`src/rtl/ctt_pkg.sv`:
```
`timescale 1ns / 1ps
// ctt_pkg: shared types, codes and helpers for the catcode byte tokenizer.
// No dependencies; imported by the interface users, core and top level.
package ctt_pkg;

	localparam int unsigned CATEGORY_ENTRIES_DEF = 256;
	localparam int unsigned POSITION_WIDTH_DEF   = 32;

	localparam int unsigned CAT_W  = 4;
	localparam int unsigned BYTE_W = 8;
	localparam int unsigned LEN_W  = 16;
	localparam int unsigned OUT_W  = 32;

	// Category codes, TeX numbering
	localparam logic [CAT_W-1:0] CAT_ESCAPE  = 4'd0;
	localparam logic [CAT_W-1:0] CAT_IGNORE  = 4'd9;
	localparam logic [CAT_W-1:0] CAT_SPACE   = 4'd10;
	localparam logic [CAT_W-1:0] CAT_LETTER  = 4'd11;
	localparam logic [CAT_W-1:0] CAT_COMMENT = 4'd14;

	localparam logic [BYTE_W-1:0] NL_BYTE = 8'h0A;
	localparam logic [LEN_W-1:0]  LEN_MAX = 16'hFFFF;

	typedef enum logic [1:0] {
		ACT_BYTE      = 2'd0,
		ACT_WRITE_CAT = 2'd1,
		ACT_END       = 2'd2,
		ACT_RESTART   = 2'd3
	} action_t;

	typedef enum logic [5:0] {
		PH_NORMAL   = 6'b000001,
		PH_COMMENT  = 6'b000010,
		PH_ESC_SEEN = 6'b000100,
		PH_WORD     = 6'b001000,
		PH_ESC_MB   = 6'b010000,
		PH_CHAR_MB  = 6'b100000
	} phase_t;

	typedef enum logic [2:0] {
		MODE_NEWLINE = 3'b001,
		MODE_SKIP    = 3'b010,
		MODE_MIDDLE  = 3'b100
	} mode_t;

	typedef struct packed {
		action_t             action;
		logic [BYTE_W-1:0]   byte_value;
		logic [CAT_W-1:0]    category_value;
	} req_t;

	typedef struct packed {
		logic [CAT_W-1:0] category;
		logic             is_newline;
		logic [OUT_W-1:0] start_offset;
		logic [LEN_W-1:0] byte_length;
		logic [OUT_W-1:0] line;
		logic [OUT_W-1:0] column;
		logic             end_marker;
		logic             last;
	} tok_t;

	// One processed request, as seen by the core
	typedef struct packed {
		action_t           action;
		logic [BYTE_W-1:0] byte_value;
		logic [CAT_W-1:0]  cat;
	} step_t;

	// Up to two tokens per request
	typedef struct packed {
		logic [1:0]     count;
		tok_t [1:0]     tok;
	} emit_t;

	// UTF-8 lead length: 1..4
	function automatic logic [2:0] lead_length(logic [BYTE_W-1:0] b);
		logic [2:0] n;
		n = 3'd1;
		if (b[7:5] == 3'b110)
			n = 3'd2;
		else if (b[7:4] == 4'b1110)
			n = 3'd3;
		else if (b[7:3] == 5'b11110)
			n = 3'd4;
		return n;
	endfunction

endpackage

```
`src/rtl/ctt_chan_if.sv`:
```
`timescale 1ns / 1ps
// ctt_chan_if: valid/ready channel carrying one payload of a given type.
// No dependencies; payload type is set per instance.
interface ctt_chan_if #(parameter type data_t = logic);
	logic  valid;
	logic  ready;
	data_t payload;

	modport source(output valid, output payload, input ready);
	modport sink(input valid, input payload, output ready);
endinterface

```
`src/rtl/ctt_ram.sv`:
```
`timescale 1ns / 1ps
// ctt_ram: generic single-write, single-read RAM with registered read data.
// No dependencies.
module ctt_ram #(
	parameter int unsigned WIDTH = 4,
	parameter int unsigned DEPTH = 256,
	localparam int unsigned AW   = $clog2(DEPTH)
) (
	input  logic             clk,
	input  logic             we,
	input  logic [AW-1:0]    waddr,
	input  logic [WIDTH-1:0] wdata,
	input  logic             re,
	input  logic [AW-1:0]    raddr,
	output logic [WIDTH-1:0] rdata
);
	logic [WIDTH-1:0] mem [DEPTH];
	logic [WIDTH-1:0] rdata_q;

	always_ff @(posedge clk) begin
		if (we)
			mem[waddr] <= wdata;
		if (re)
			rdata_q <= mem[raddr];
	end

	assign rdata = rdata_q;
endmodule

```
`src/rtl/ctt_core.sv`:
```
`timescale 1ns / 1ps
// ctt_core: scanner state and the per-request next-state / token logic.
// Depends on ctt_pkg.
module ctt_core import ctt_pkg::*; #(
	parameter int unsigned POSITION_WIDTH = POSITION_WIDTH_DEF
) (
	input  logic  clk,
	input  logic  arst_n,
	input  logic  en,
	input  step_t step,
	output emit_t emit
);
	localparam int unsigned PW = POSITION_WIDTH;

	mode_t           mode_q, n_mode;
	phase_t          phase_q, n_phase;
	logic [1:0]      cont_q, n_cont;
	logic [PW-1:0]   offset_q, n_offset;
	logic [PW-1:0]   line_q, n_line;
	logic [PW-1:0]   column_q, n_column;
	logic [PW-1:0]   pstart_q, n_pstart;
	logic [PW-1:0]   pline_q, n_pline;
	logic [PW-1:0]   pcol_q, n_pcol;
	logic [CAT_W-1:0] pcat_q, n_pcat;
	logic [LEN_W-1:0] plen_q, n_plen;

	logic [2:0] lead;
	logic       multi;
	logic       fresh;
	emit_t      em;

	function automatic logic [PW-1:0] inc_sat(logic [PW-1:0] v);
		return (v == '1) ? v : v + PW'(1);
	endfunction

	function automatic logic [OUT_W-1:0] sat32(logic [PW-1:0] v);
		logic [63:0] w;
		w = 64'(v);
		return (w > 64'hFFFF_FFFF) ? 32'hFFFF_FFFF : w[31:0];
	endfunction

	function automatic logic [OUT_W-1:0] low32(logic [PW-1:0] v);
		logic [63:0] w;
		w = 64'(v);
		return w[31:0];
	endfunction

	function automatic tok_t mk_tok(logic [CAT_W-1:0] cat, logic nl, logic [PW-1:0] start,
			logic [LEN_W-1:0] len, logic [PW-1:0] ln, logic [PW-1:0] col, logic endm);
		tok_t t;
		t.category     = cat;
		t.is_newline   = nl;
		t.start_offset = low32(start);
		t.byte_length  = len;
		t.line         = sat32(ln);
		t.column       = sat32(col);
		t.end_marker   = endm;
		t.last         = 1'b0;
		return t;
	endfunction

	function automatic emit_t push(emit_t e, tok_t t);
		emit_t r;
		r = e;
		r.tok[e.count[0]] = t;
		r.count = e.count + 2'd1;
		return r;
	endfunction

	assign lead  = lead_length(step.byte_value);
	assign multi = (lead > 3'd1);

	always_comb begin
		n_mode   = mode_q;
		n_phase  = phase_q;
		n_cont   = cont_q;
		n_offset = offset_q;
		n_line   = line_q;
		n_column = column_q;
		n_pstart = pstart_q;
		n_pline  = pline_q;
		n_pcol   = pcol_q;
		n_pcat   = pcat_q;
		n_plen   = plen_q;
		em       = '0;
		fresh    = 1'b0;

		unique case (step.action)
			ACT_BYTE: begin
				unique case (phase_q) inside
					PH_COMMENT: begin
						if (step.byte_value != NL_BYTE) begin
							n_offset = offset_q + PW'(1);
							n_column = inc_sat(column_q);
						end else begin
							n_phase = PH_NORMAL;
							fresh   = 1'b1;
						end
					end
					PH_ESC_SEEN: begin
						n_offset = offset_q + PW'(1);
						n_column = inc_sat(column_q);
						if (plen_q != LEN_MAX)
							n_plen = plen_q + LEN_W'(1);
						if (step.cat == CAT_LETTER) begin
							n_phase = PH_WORD;
						end else if (multi) begin
							n_cont  = 2'(lead - 3'd1);
							n_phase = PH_ESC_MB;
						end else begin
							n_mode  = MODE_MIDDLE;
							n_phase = PH_NORMAL;
							em = push(em, mk_tok(n_pcat, 1'b0, n_pstart, n_plen, n_pline,
								n_pcol, 1'b0));
						end
					end
					PH_WORD: begin
						if (step.cat == CAT_LETTER) begin
							n_offset = offset_q + PW'(1);
							n_column = inc_sat(column_q);
							if (plen_q != LEN_MAX)
								n_plen = plen_q + LEN_W'(1);
						end else begin
							// word closes, the byte itself is scanned afresh
							n_mode  = MODE_SKIP;
							n_phase = PH_NORMAL;
							em = push(em, mk_tok(n_pcat, 1'b0, n_pstart, n_plen, n_pline,
								n_pcol, 1'b0));
							fresh = 1'b1;
						end
					end
					PH_ESC_MB, PH_CHAR_MB: begin
						n_offset = offset_q + PW'(1);
						if (plen_q != LEN_MAX)
							n_plen = plen_q + LEN_W'(1);
						if (cont_q != 2'd0)
							n_cont = cont_q - 2'd1;
						if (n_cont == 2'd0) begin
							n_mode  = MODE_MIDDLE;
							n_phase = PH_NORMAL;
							em = push(em, mk_tok(n_pcat, 1'b0, n_pstart, n_plen, n_pline,
								n_pcol, 1'b0));
						end
					end
					default: begin
						n_phase = PH_NORMAL;
						fresh   = 1'b1;
					end
				endcase

				if (fresh) begin
					if (step.byte_value == NL_BYTE) begin
						em = push(em, mk_tok(CAT_SPACE, 1'b1, n_offset, LEN_W'(1), n_line,
							n_column, 1'b0));
						n_offset = n_offset + PW'(1);
						n_line   = inc_sat(n_line);
						n_column = PW'(1);
						n_mode   = MODE_NEWLINE;
					end else if (step.cat == CAT_SPACE) begin
						if (n_mode == MODE_MIDDLE) begin
							em = push(em, mk_tok(CAT_SPACE, 1'b0, n_offset, LEN_W'(1), n_line,
								n_column, 1'b0));
							n_mode = MODE_SKIP;
						end
						n_offset = n_offset + PW'(1);
						n_column = inc_sat(n_column);
					end else if (step.cat == CAT_IGNORE) begin
						n_offset = n_offset + PW'(1);
						n_column = inc_sat(n_column);
					end else if (step.cat == CAT_COMMENT) begin
						n_offset = n_offset + PW'(1);
						n_column = inc_sat(n_column);
						n_mode   = MODE_SKIP;
						n_phase  = PH_COMMENT;
					end else begin
						// open a token: escape, or an ordinary character
						n_pstart = n_offset;
						n_pline  = n_line;
						n_pcol   = n_column;
						n_pcat   = step.cat;
						n_plen   = LEN_W'(1);
						n_offset = n_offset + PW'(1);
						n_column = inc_sat(n_column);
						if (step.cat == CAT_ESCAPE) begin
							n_phase = PH_ESC_SEEN;
						end else if (multi) begin
							n_cont  = 2'(lead - 3'd1);
							n_phase = PH_CHAR_MB;
						end else begin
							n_mode = MODE_MIDDLE;
							em = push(em, mk_tok(n_pcat, 1'b0, n_pstart, n_plen, n_pline,
								n_pcol, 1'b0));
						end
					end
				end
			end
			ACT_END: begin
				unique case (phase_q) inside
					PH_ESC_SEEN, PH_ESC_MB, PH_CHAR_MB: begin
						n_mode = MODE_MIDDLE;
						em = push(em, mk_tok(pcat_q, 1'b0, pstart_q, plen_q, pline_q,
							pcol_q, 1'b0));
					end
					PH_WORD: begin
						n_mode = MODE_SKIP;
						em = push(em, mk_tok(pcat_q, 1'b0, pstart_q, plen_q, pline_q,
							pcol_q, 1'b0));
					end
					default: begin
					end
				endcase
				n_phase = PH_NORMAL;
				n_cont  = 2'd0;
				em = push(em, mk_tok(CAT_ESCAPE, 1'b0, offset_q, '0, line_q, column_q, 1'b1));
			end
			ACT_RESTART: begin
				n_mode   = MODE_NEWLINE;
				n_phase  = PH_NORMAL;
				n_cont   = 2'd0;
				n_offset = '0;
				n_line   = PW'(1);
				n_column = PW'(1);
				n_pstart = '0;
				n_pline  = PW'(1);
				n_pcol   = PW'(1);
				n_pcat   = CAT_ESCAPE;
				n_plen   = '0;
			end
			ACT_WRITE_CAT: begin
				// table write happens at the RAM; scanner state untouched
			end
		endcase

		if (em.count == 2'd2)
			em.tok[1].last = 1'b1;
		else if (em.count == 2'd1)
			em.tok[0].last = 1'b1;
	end

	assign emit = em;

	always_ff @(posedge clk or negedge arst_n) begin
		if (!arst_n) begin
			mode_q   <= MODE_NEWLINE;
			phase_q  <= PH_NORMAL;
			cont_q   <= 2'd0;
			offset_q <= '0;
			line_q   <= PW'(1);
			column_q <= PW'(1);
			pstart_q <= '0;
			pline_q  <= PW'(1);
			pcol_q   <= PW'(1);
			pcat_q   <= CAT_ESCAPE;
			plen_q   <= '0;
		end else if (en) begin
			mode_q   <= n_mode;
			phase_q  <= n_phase;
			cont_q   <= n_cont;
			offset_q <= n_offset;
			line_q   <= n_line;
			column_q <= n_column;
			pstart_q <= n_pstart;
			pline_q  <= n_pline;
			pcol_q   <= n_pcol;
			pcat_q   <= n_pcat;
			plen_q   <= n_plen;
		end
	end

	// continuation count is live exactly in the multibyte phases
	a_cont_phase: assert property (@(posedge clk) disable iff (!arst_n)
		((phase_q == PH_ESC_MB) || (phase_q == PH_CHAR_MB)) == (cont_q != 2'd0))
		else $error("continuation count out of step with phase");

	// an open token always holds at least one byte
	a_open_len: assert property (@(posedge clk) disable iff (!arst_n)
		((phase_q != PH_NORMAL) && (phase_q != PH_COMMENT)) |-> (plen_q != '0))
		else $error("open token with zero length");

	// a table write leaves the position counters alone
	a_write_quiet: assert property (@(posedge clk) disable iff (!arst_n)
		(en && (step.action == ACT_WRITE_CAT)) |=> ($stable(offset_q) && $stable(line_q)))
		else $error("category write moved the position");
endmodule

```
`src/rtl/catcode_byte_tokenizer.sv`:
```
`timescale 1ns / 1ps
// catcode_byte_tokenizer: top level. A request and its category lookup are
// registered in stage 1, then its tokens go into the 4-entry token queue. One
// request is accepted per cycle while the queue has room for two more tokens,
// sustaining one byte per cycle, bounded by the one-token-per-cycle output port.
// Reset clears scanner state and the queue; the category table is not
// cleared and must be written before the bytes that use it.
module catcode_byte_tokenizer import ctt_pkg::*; #(
	parameter int unsigned CATEGORY_ENTRIES = CATEGORY_ENTRIES_DEF,
	parameter int unsigned POSITION_WIDTH   = POSITION_WIDTH_DEF
) (
	input  logic        clk,
	input  logic        arst_n,
	ctt_chan_if.sink    bytes,
	ctt_chan_if.source  tokens
);
	localparam int unsigned TAB_AW  = $clog2(CATEGORY_ENTRIES);
	localparam int unsigned Q_DEPTH = 4;
	localparam int unsigned Q_AW    = $clog2(Q_DEPTH);
	localparam int unsigned Q_CW    = $clog2(Q_DEPTH + 1);

	// ---------------------------------------------------------------
	// Stage 0: accept a request and start the category lookup.
	// Table writes land at accept time, so a byte accepted in the next
	// cycle already reads the new entry.
	// ---------------------------------------------------------------
	logic             accept;
	logic             proc;
	logic             valid_s1;
	req_t             req_s1;
	logic [CAT_W-1:0] cat_rd;
	req_t             req_in;

	assign req_in = bytes.payload;
	assign accept = bytes.valid && bytes.ready;

	ctt_ram #(
		.WIDTH(CAT_W),
		.DEPTH(CATEGORY_ENTRIES)
	) u_cat_table (
		.clk  (clk),
		.we   (accept && (req_in.action == ACT_WRITE_CAT)),
		.waddr(TAB_AW'(req_in.byte_value)),
		.wdata(req_in.category_value),
		.re   (accept),
		.raddr(TAB_AW'(req_in.byte_value)),
		.rdata(cat_rd)
	);

	// ---------------------------------------------------------------
	// Stage 1: request register. The lookup result and this register
	// stay together while the stage stalls, since the RAM only reads
	// on accept.
	// ---------------------------------------------------------------
	always_ff @(posedge clk or negedge arst_n) begin
		if (!arst_n)
			valid_s1 <= 1'b0;
		else if (accept)
			valid_s1 <= 1'b1;
		else if (proc)
			valid_s1 <= 1'b0;
	end

	always_ff @(posedge clk) begin
		if (accept)
			req_s1 <= req_in;
	end

	// ---------------------------------------------------------------
	// Scanner core: one request per cycle while the queue has room, up to two tokens out.
	// ---------------------------------------------------------------
	step_t step;
	emit_t emit;

	assign step.action     = req_s1.action;
	assign step.byte_value = req_s1.byte_value;
	assign step.cat        = cat_rd;

	ctt_core #(
		.POSITION_WIDTH(POSITION_WIDTH)
	) u_core (
		.clk   (clk),
		.arst_n(arst_n),
		.en    (proc),
		.step  (step),
		.emit  (emit)
	);

	// ---------------------------------------------------------------
	// Token queue. The stage-1 request retires only when two slots are
	// free, so the worst case (closing a word plus a newline, or a
	// pending token plus the end marker) always fits.
	// ---------------------------------------------------------------
	tok_t            q_mem [Q_DEPTH];
	logic [Q_AW-1:0] wr_ptr_q, rd_ptr_q;
	logic [Q_CW-1:0] count_q;
	logic            pop;
	logic [1:0]      push_n;

	assign proc   = valid_s1 && (count_q <= Q_CW'(Q_DEPTH - 2));
	assign bytes.ready = !valid_s1 || proc;

	assign push_n = proc ? emit.count : 2'd0;
	assign pop    = tokens.valid && tokens.ready;

	assign tokens.valid   = (count_q != '0);
	assign tokens.payload = q_mem[rd_ptr_q];

	always_ff @(posedge clk) begin
		if (push_n != 2'd0)
			q_mem[wr_ptr_q] <= emit.tok[0];
		if (push_n == 2'd2)
			q_mem[wr_ptr_q + Q_AW'(1)] <= emit.tok[1];
	end

	always_ff @(posedge clk or negedge arst_n) begin
		if (!arst_n) begin
			wr_ptr_q <= '0;
			rd_ptr_q <= '0;
			count_q  <= '0;
		end else begin
			wr_ptr_q <= wr_ptr_q + Q_AW'(push_n);
			if (pop)
				rd_ptr_q <= rd_ptr_q + Q_AW'(1);
			count_q <= count_q + Q_CW'(push_n) - Q_CW'(pop);
		end
	end

	a_q_bound: assert property (@(posedge clk) disable iff (!arst_n)
		count_q <= Q_CW'(Q_DEPTH))
		else $error("token queue overflow");

	a_end_last: assert property (@(posedge clk) disable iff (!arst_n)
		(tokens.valid && tokens.payload.end_marker) |-> tokens.payload.last)
		else $error("end marker not flagged as last");

	a_line_nz: assert property (@(posedge clk) disable iff (!arst_n)
		tokens.valid |-> (tokens.payload.line != '0) && (tokens.payload.column != '0))
		else $error("token with zero line or column");
endmodule

```
`src/flat_wrapper.sv`:
```
// flat-port wrapper written by rule: the top's interface ports become plain ports
module catcode_byte_tokenizer_flat import ctt_pkg::*;
#(
	parameter int unsigned CATEGORY_ENTRIES = CATEGORY_ENTRIES_DEF,
	parameter int unsigned POSITION_WIDTH   = POSITION_WIDTH_DEF
)
  (clk, arst_n, bytes_valid, bytes_payload, bytes_ready, tokens_valid, tokens_payload, tokens_ready);
  ctt_chan_if #(.data_t(req_t)) bytes_i ();
  ctt_chan_if #(.data_t(tok_t)) tokens_i ();
  input  logic clk;
  input  logic arst_n;
  input wire logic [$bits(bytes_i.valid)-1:0] bytes_valid;
  input wire logic [$bits(bytes_i.payload)-1:0] bytes_payload;
  output wire logic [$bits(bytes_i.ready)-1:0] bytes_ready;
  output wire logic [$bits(tokens_i.valid)-1:0] tokens_valid;
  output wire logic [$bits(tokens_i.payload)-1:0] tokens_payload;
  input wire logic [$bits(tokens_i.ready)-1:0] tokens_ready;
  assign bytes_i.valid = bytes_valid;
  assign bytes_i.payload = bytes_payload;
  assign bytes_ready = bytes_i.ready;
  assign tokens_valid = tokens_i.valid;
  assign tokens_payload = tokens_i.payload;
  assign tokens_i.ready = tokens_ready;
  catcode_byte_tokenizer #(.CATEGORY_ENTRIES(CATEGORY_ENTRIES), .POSITION_WIDTH(POSITION_WIDTH)) u_core (.clk(clk), .arst_n(arst_n), .bytes(bytes_i), .tokens(tokens_i));
endmodule
```
`config.mk`:
```
export PLATFORM = sky130hd
export DESIGN_NAME = catcode_byte_tokenizer_flat
export DESIGN_NICKNAME = d
export VERILOG_FILES = /design/src/rtl/ctt_pkg.sv /design/src/rtl/ctt_chan_if.sv /design/src/rtl/ctt_ram.sv /design/src/rtl/ctt_core.sv /design/src/rtl/catcode_byte_tokenizer.sv /design/src/flat_wrapper.sv
export SDC_FILE = /design/constraint.sdc
export NUM_CORES = 2
export LEC_CHECK = 0
export BUFFER_PORTS_ARGS = -buffer_cell sky130_fd_sc_hd__buf_4
export CAP_MARGIN = 20
export CELL_PAD_IN_SITES_DETAIL_PLACEMENT = 1
export CELL_PAD_IN_SITES_GLOBAL_PLACEMENT = 1
export CORE_MARGIN = 8
export CORE_UTILIZATION = 25
export DETAILED_ROUTE_END_ITERATION = 6
export PLACE_DENSITY = 0.46
export SLEW_MARGIN = 20
export SYNTH_ARGS = -nofsm -noshare
export SYNTH_HDL_FRONTEND = slang
export SYNTH_SLANG_ARGS = --single-unit
```
`constraint.sdc`:
```
create_clock -name clk -period 13.1 [get_ports clk]
set_input_delay 1.965 -clock clk [delete_from_list [all_inputs] [get_ports clk]]
set_output_delay 1.965 -clock clk [all_outputs]
set_load 0.02 [all_outputs]
```
==> impl_metrics.tcl <==
set metrics [dict create \
    drive_gt1_share_pct 18.6 \
    dp_hpwl_mm 156 \
    grt_max_degree 130 \
    htreeDepth 4 \
    cts_setup_buffers 0 \
    fin_nets 5522 \
    max_freq_ghz 0.144 \
    area_delta_synth_final_pct 15.7 \
    viasPerCell 4.96 \
    first_global_vias 51600 \
    power_uw 15300 \
    numCtsBuffers 205 \
    core-area_um2 312000 \
    arrival_ns 7.47 \
    synth.cell_area_um2 78300 \
    die_area_um2 331000 \
    cpMaxStageDelayCell "buf_4" \
    hold_violations 0 \
    final_cell_count_no_fill 9803 \
    rows 205 \
    max_cap_violations 0 \
    grtUsageTotal_pct 15.1 \
    synth_edf_count 1514 \
    holdWs_ns 0.474 \
    grt_pass1_wl_mm 376 \
    synthFlopType "edfxtp_1" \
    firstDrtPassIters 7 \
    cts_tree "done" \
    worstHoldPathType "reg2reg" \
    finalMaxSlewViolations 0 \
    postCtsHoldBufs 0 \
    async_reset_ff_share_pct 13.2 \
    holdPathStages 2 \
    clk_latency_ns 0.89 \
    final_cell_mix "1514 x edfxtp_1, 742 x nor2_1, 446 x mux4_2" \
    cts_sinks 1745 \
    drtIter0Drc 3712 \
    die_h_um 576 \
    synth.avg_cell_area_um2 14.3 \
    place_congestion 0.757 \
    rsz0062_at_grt "no" \
    status "completed" \
    power_leakage_uw 0.0285 \
    syn-num-nets 5501 \
    grt_remaining_overflow 0 \
    vias 48600 \
    place_inst 9421 \
    wl_mm 258 \
    fillers 33000 \
    crit_path_start_kind "flip-flop" \
    cts_buffer_depth 4 \
    period_share_pct 52.9 \
    postRouteAntennaNets 0 \
    finalSetupTns_ns 0 \
    io_pins 139 \
    antenna_found_initial 6 \
    initial_core_util_pct 25.1 \
    setup_viol 0 \
    critPathKind "reg2reg" \
    routedWlPerCell_um 26.3 \
    final_common_cell "edfxtp_1" \
    worst_pin_slew_ns 1.11 \
    yosysSeqAreaShare_pct 65.5 \
    end_kind "flip-flop" \
    drc 0 \
    path_clk_slew_ns 0.06 \
    ir_drop_mv 0.117 \
    crit_fanout 57 \
    period_needed_ns 6.94 \
    cts-resized-gates 0 \
    power_density_nw_per_um2 169 \
    portBuffers 138 \
    slew_headroom_pct 26.2 \
    reg2regPathDepth 16 \
    synthCells 5467 \
    ys.warnings.count 0 \
    crit_chain "or4_1 -> nor3_1 -> nor2_1 -> a31oi_1 -> a21oi_1 -> nor2b_1 -> ha_1 -> nor2_1 -> a21oi_1 -> a211o_1 -> a31oi_1 -> and3_4 -> buf_4 -> buf_4 -> buf_4 -> a21oi_1" \
    cp.required_ns 13.63 \
    cp_slowest_stage_delay_ns 0.69 \
    root_buffer "clkbuf_16" \
    synth-seq-cells 1745 \
    ys_types 85 \
    fin_skew_ns 0.0724 \
    die_w_um 576 \
]
==> metrics by stage <==
stage          setup WS [ns]  utilization (%)  area, um^2
2_1_floorplan           3.91                -       78300
3_3_place_gp            6.18             26.9       83900
3_5_place_dp            6.16             26.9       83900
4_1_cts                 6.12             29.1       90500
5_1_grt                 5.67             29.1       90500
6_report                6.16             29.1       90600
==> synth_stat cells, drive strengths merged, types with 19 or more instances <==
cell type | number | area share [%]
nor2 | 745 | 3.6
and3 | 36 | 0.29
nand3 | 116 | 0.75
a21oi | 391 | 2.5
nor2b | 20 | 0.16
a22o | 28 | 0.31
xor2 | 33 | 0.37
dfrtp | 225 | 7.2
or3 | 19 | 0.15
nor4 | 23 | 0.22
o21ai | 218 | 1.4
nand2 | 402 | 1.9
or4 | 19 | 0.18
xnor2 | 63 | 0.71
and2 | 25 | 0.20
o31ai | 94 | 0.90
a31oi | 35 | 0.28
nor3 | 67 | 0.44
buf | 78 | 0.41
a22oi | 76 | 0.73
nand4 | 52 | 0.43
edfxtp | 1514 | 58
inv | 37 | 0.18
mux4 | 446 | 13
clkbuf | 353 | 1.7
o2bb2ai | 128 | 1.4
==> layer usage <==
metal	GRT usage (%)	share of wire, %	vias to the layer above
met5	0	0	-
met4	3.87	2.6	0
met3	2.34	4.5	368
met2	25.3	48	1101
met1	20.6	45	25700
li1	-	-	21400
==> layout make-up <==
cell class / count / area, um^2 / area share (%)
timing repair buffer: 245 / 1910 / 2.10
tap: 4140 / 5180 / 5.72
antenna: 3 / 7.51 / 0.00829
sequential: 1745 / 51300 / 56.6
clock buffer: 271 / 5570 / 6.16
inverter: 38 / 143 / 0.158
multi-input combinational: 3253 / 25400 / 28.0
clock inverter: 108 / 1090 / 1.20
==> kinds of logic (layout without fill, tap and decap cells) <==
logic type,after synthesis,in the layout,synth area share [%]
multiplexers,458,458,13.0
adder cells (fa/ha/maj),16,16,0.265
other,0,3,0
buffers and inverters,469,662,2.29
flip-flops,1745,1745,65.5
XOR/XNOR,96,96,1.07
AND/OR/NAND/NOR,1597,1597,9.06
AO/OA/AOI/OAI,1086,1086,8.83
==> worst max-delay path: cells and delay by family, from the launching register on <==
family | cells | cell delay, ns
buf+inv | 3 | 2.04
compound gates | 6 | 1.50
simple gates | 6 | 2.16
fa+ha+maj | 1 | 0.32
flops | 1 | 0.46
==> state kept, by name (all words and copies together) (netlist names) <==
name	cells
u_core.u_core.cont_q	2
u_core.u_core.pline_q	32
u_core.u_core.mode_q	3
u_core.req_s1	10
u_core.u_core.plen_q	16
u_core.u_core.column_q	32
u_core.rd_ptr_q	2
u_core.u_cat_table.mem	1024
u_core.q_mem	476
u_core.valid_s1	1
u_core.u_core.pstart_q	32
u_core.u_core.phase_q	6
u_core.u_core.offset_q	32
u_core.u_core.pcat_q	4
u_core.wr_ptr_q	2
u_core.count_q	3
u_core.u_core.pcol_q	32
u_core.u_core.line_q	32
u_core.u_cat_table.rdata	4
==> power breakdown <==
| group | switching (uW) | internal [uW] |
|---|---|---|
| Combinational | 1950 | 1060 |
| Clock | 2370 | 3400 |
| Sequential | 215 | 6340 |
| Total | 4530 | 10800 |
==> worst paths after layout <==
kind | start | to | slack (ns)
max | u_core.u_core.phase_q[5]$_DFFE_PN0P_ | u_core.q_mem[1][17]$_DFFE_PP_ | 6.16
min | u_core.u_core.pstart_q[19]$_DFFE_PN0P_ | u_core.u_core.pstart_q[19]$_DFFE_PN0P_ | 0.47
max reg2reg | u_core.u_core.phase_q[5]$_DFFE_PN0P_ | u_core.q_mem[1][17]$_DFFE_PP_ | 6.16
min reg2reg | u_core.u_core.pstart_q[19]$_DFFE_PN0P_ | u_core.u_core.pstart_q[19]$_DFFE_PN0P_ | 0.47
max in group asynchronous | arst_n | u_core.u_core.cont_q[0]$_DFFE_PN0P_ | 9.95
min in group asynchronous | arst_n | u_core.u_core.pline_q[27]$_DFFE_PN0P_ | 1.15
(Power assumes the default switching activity.)
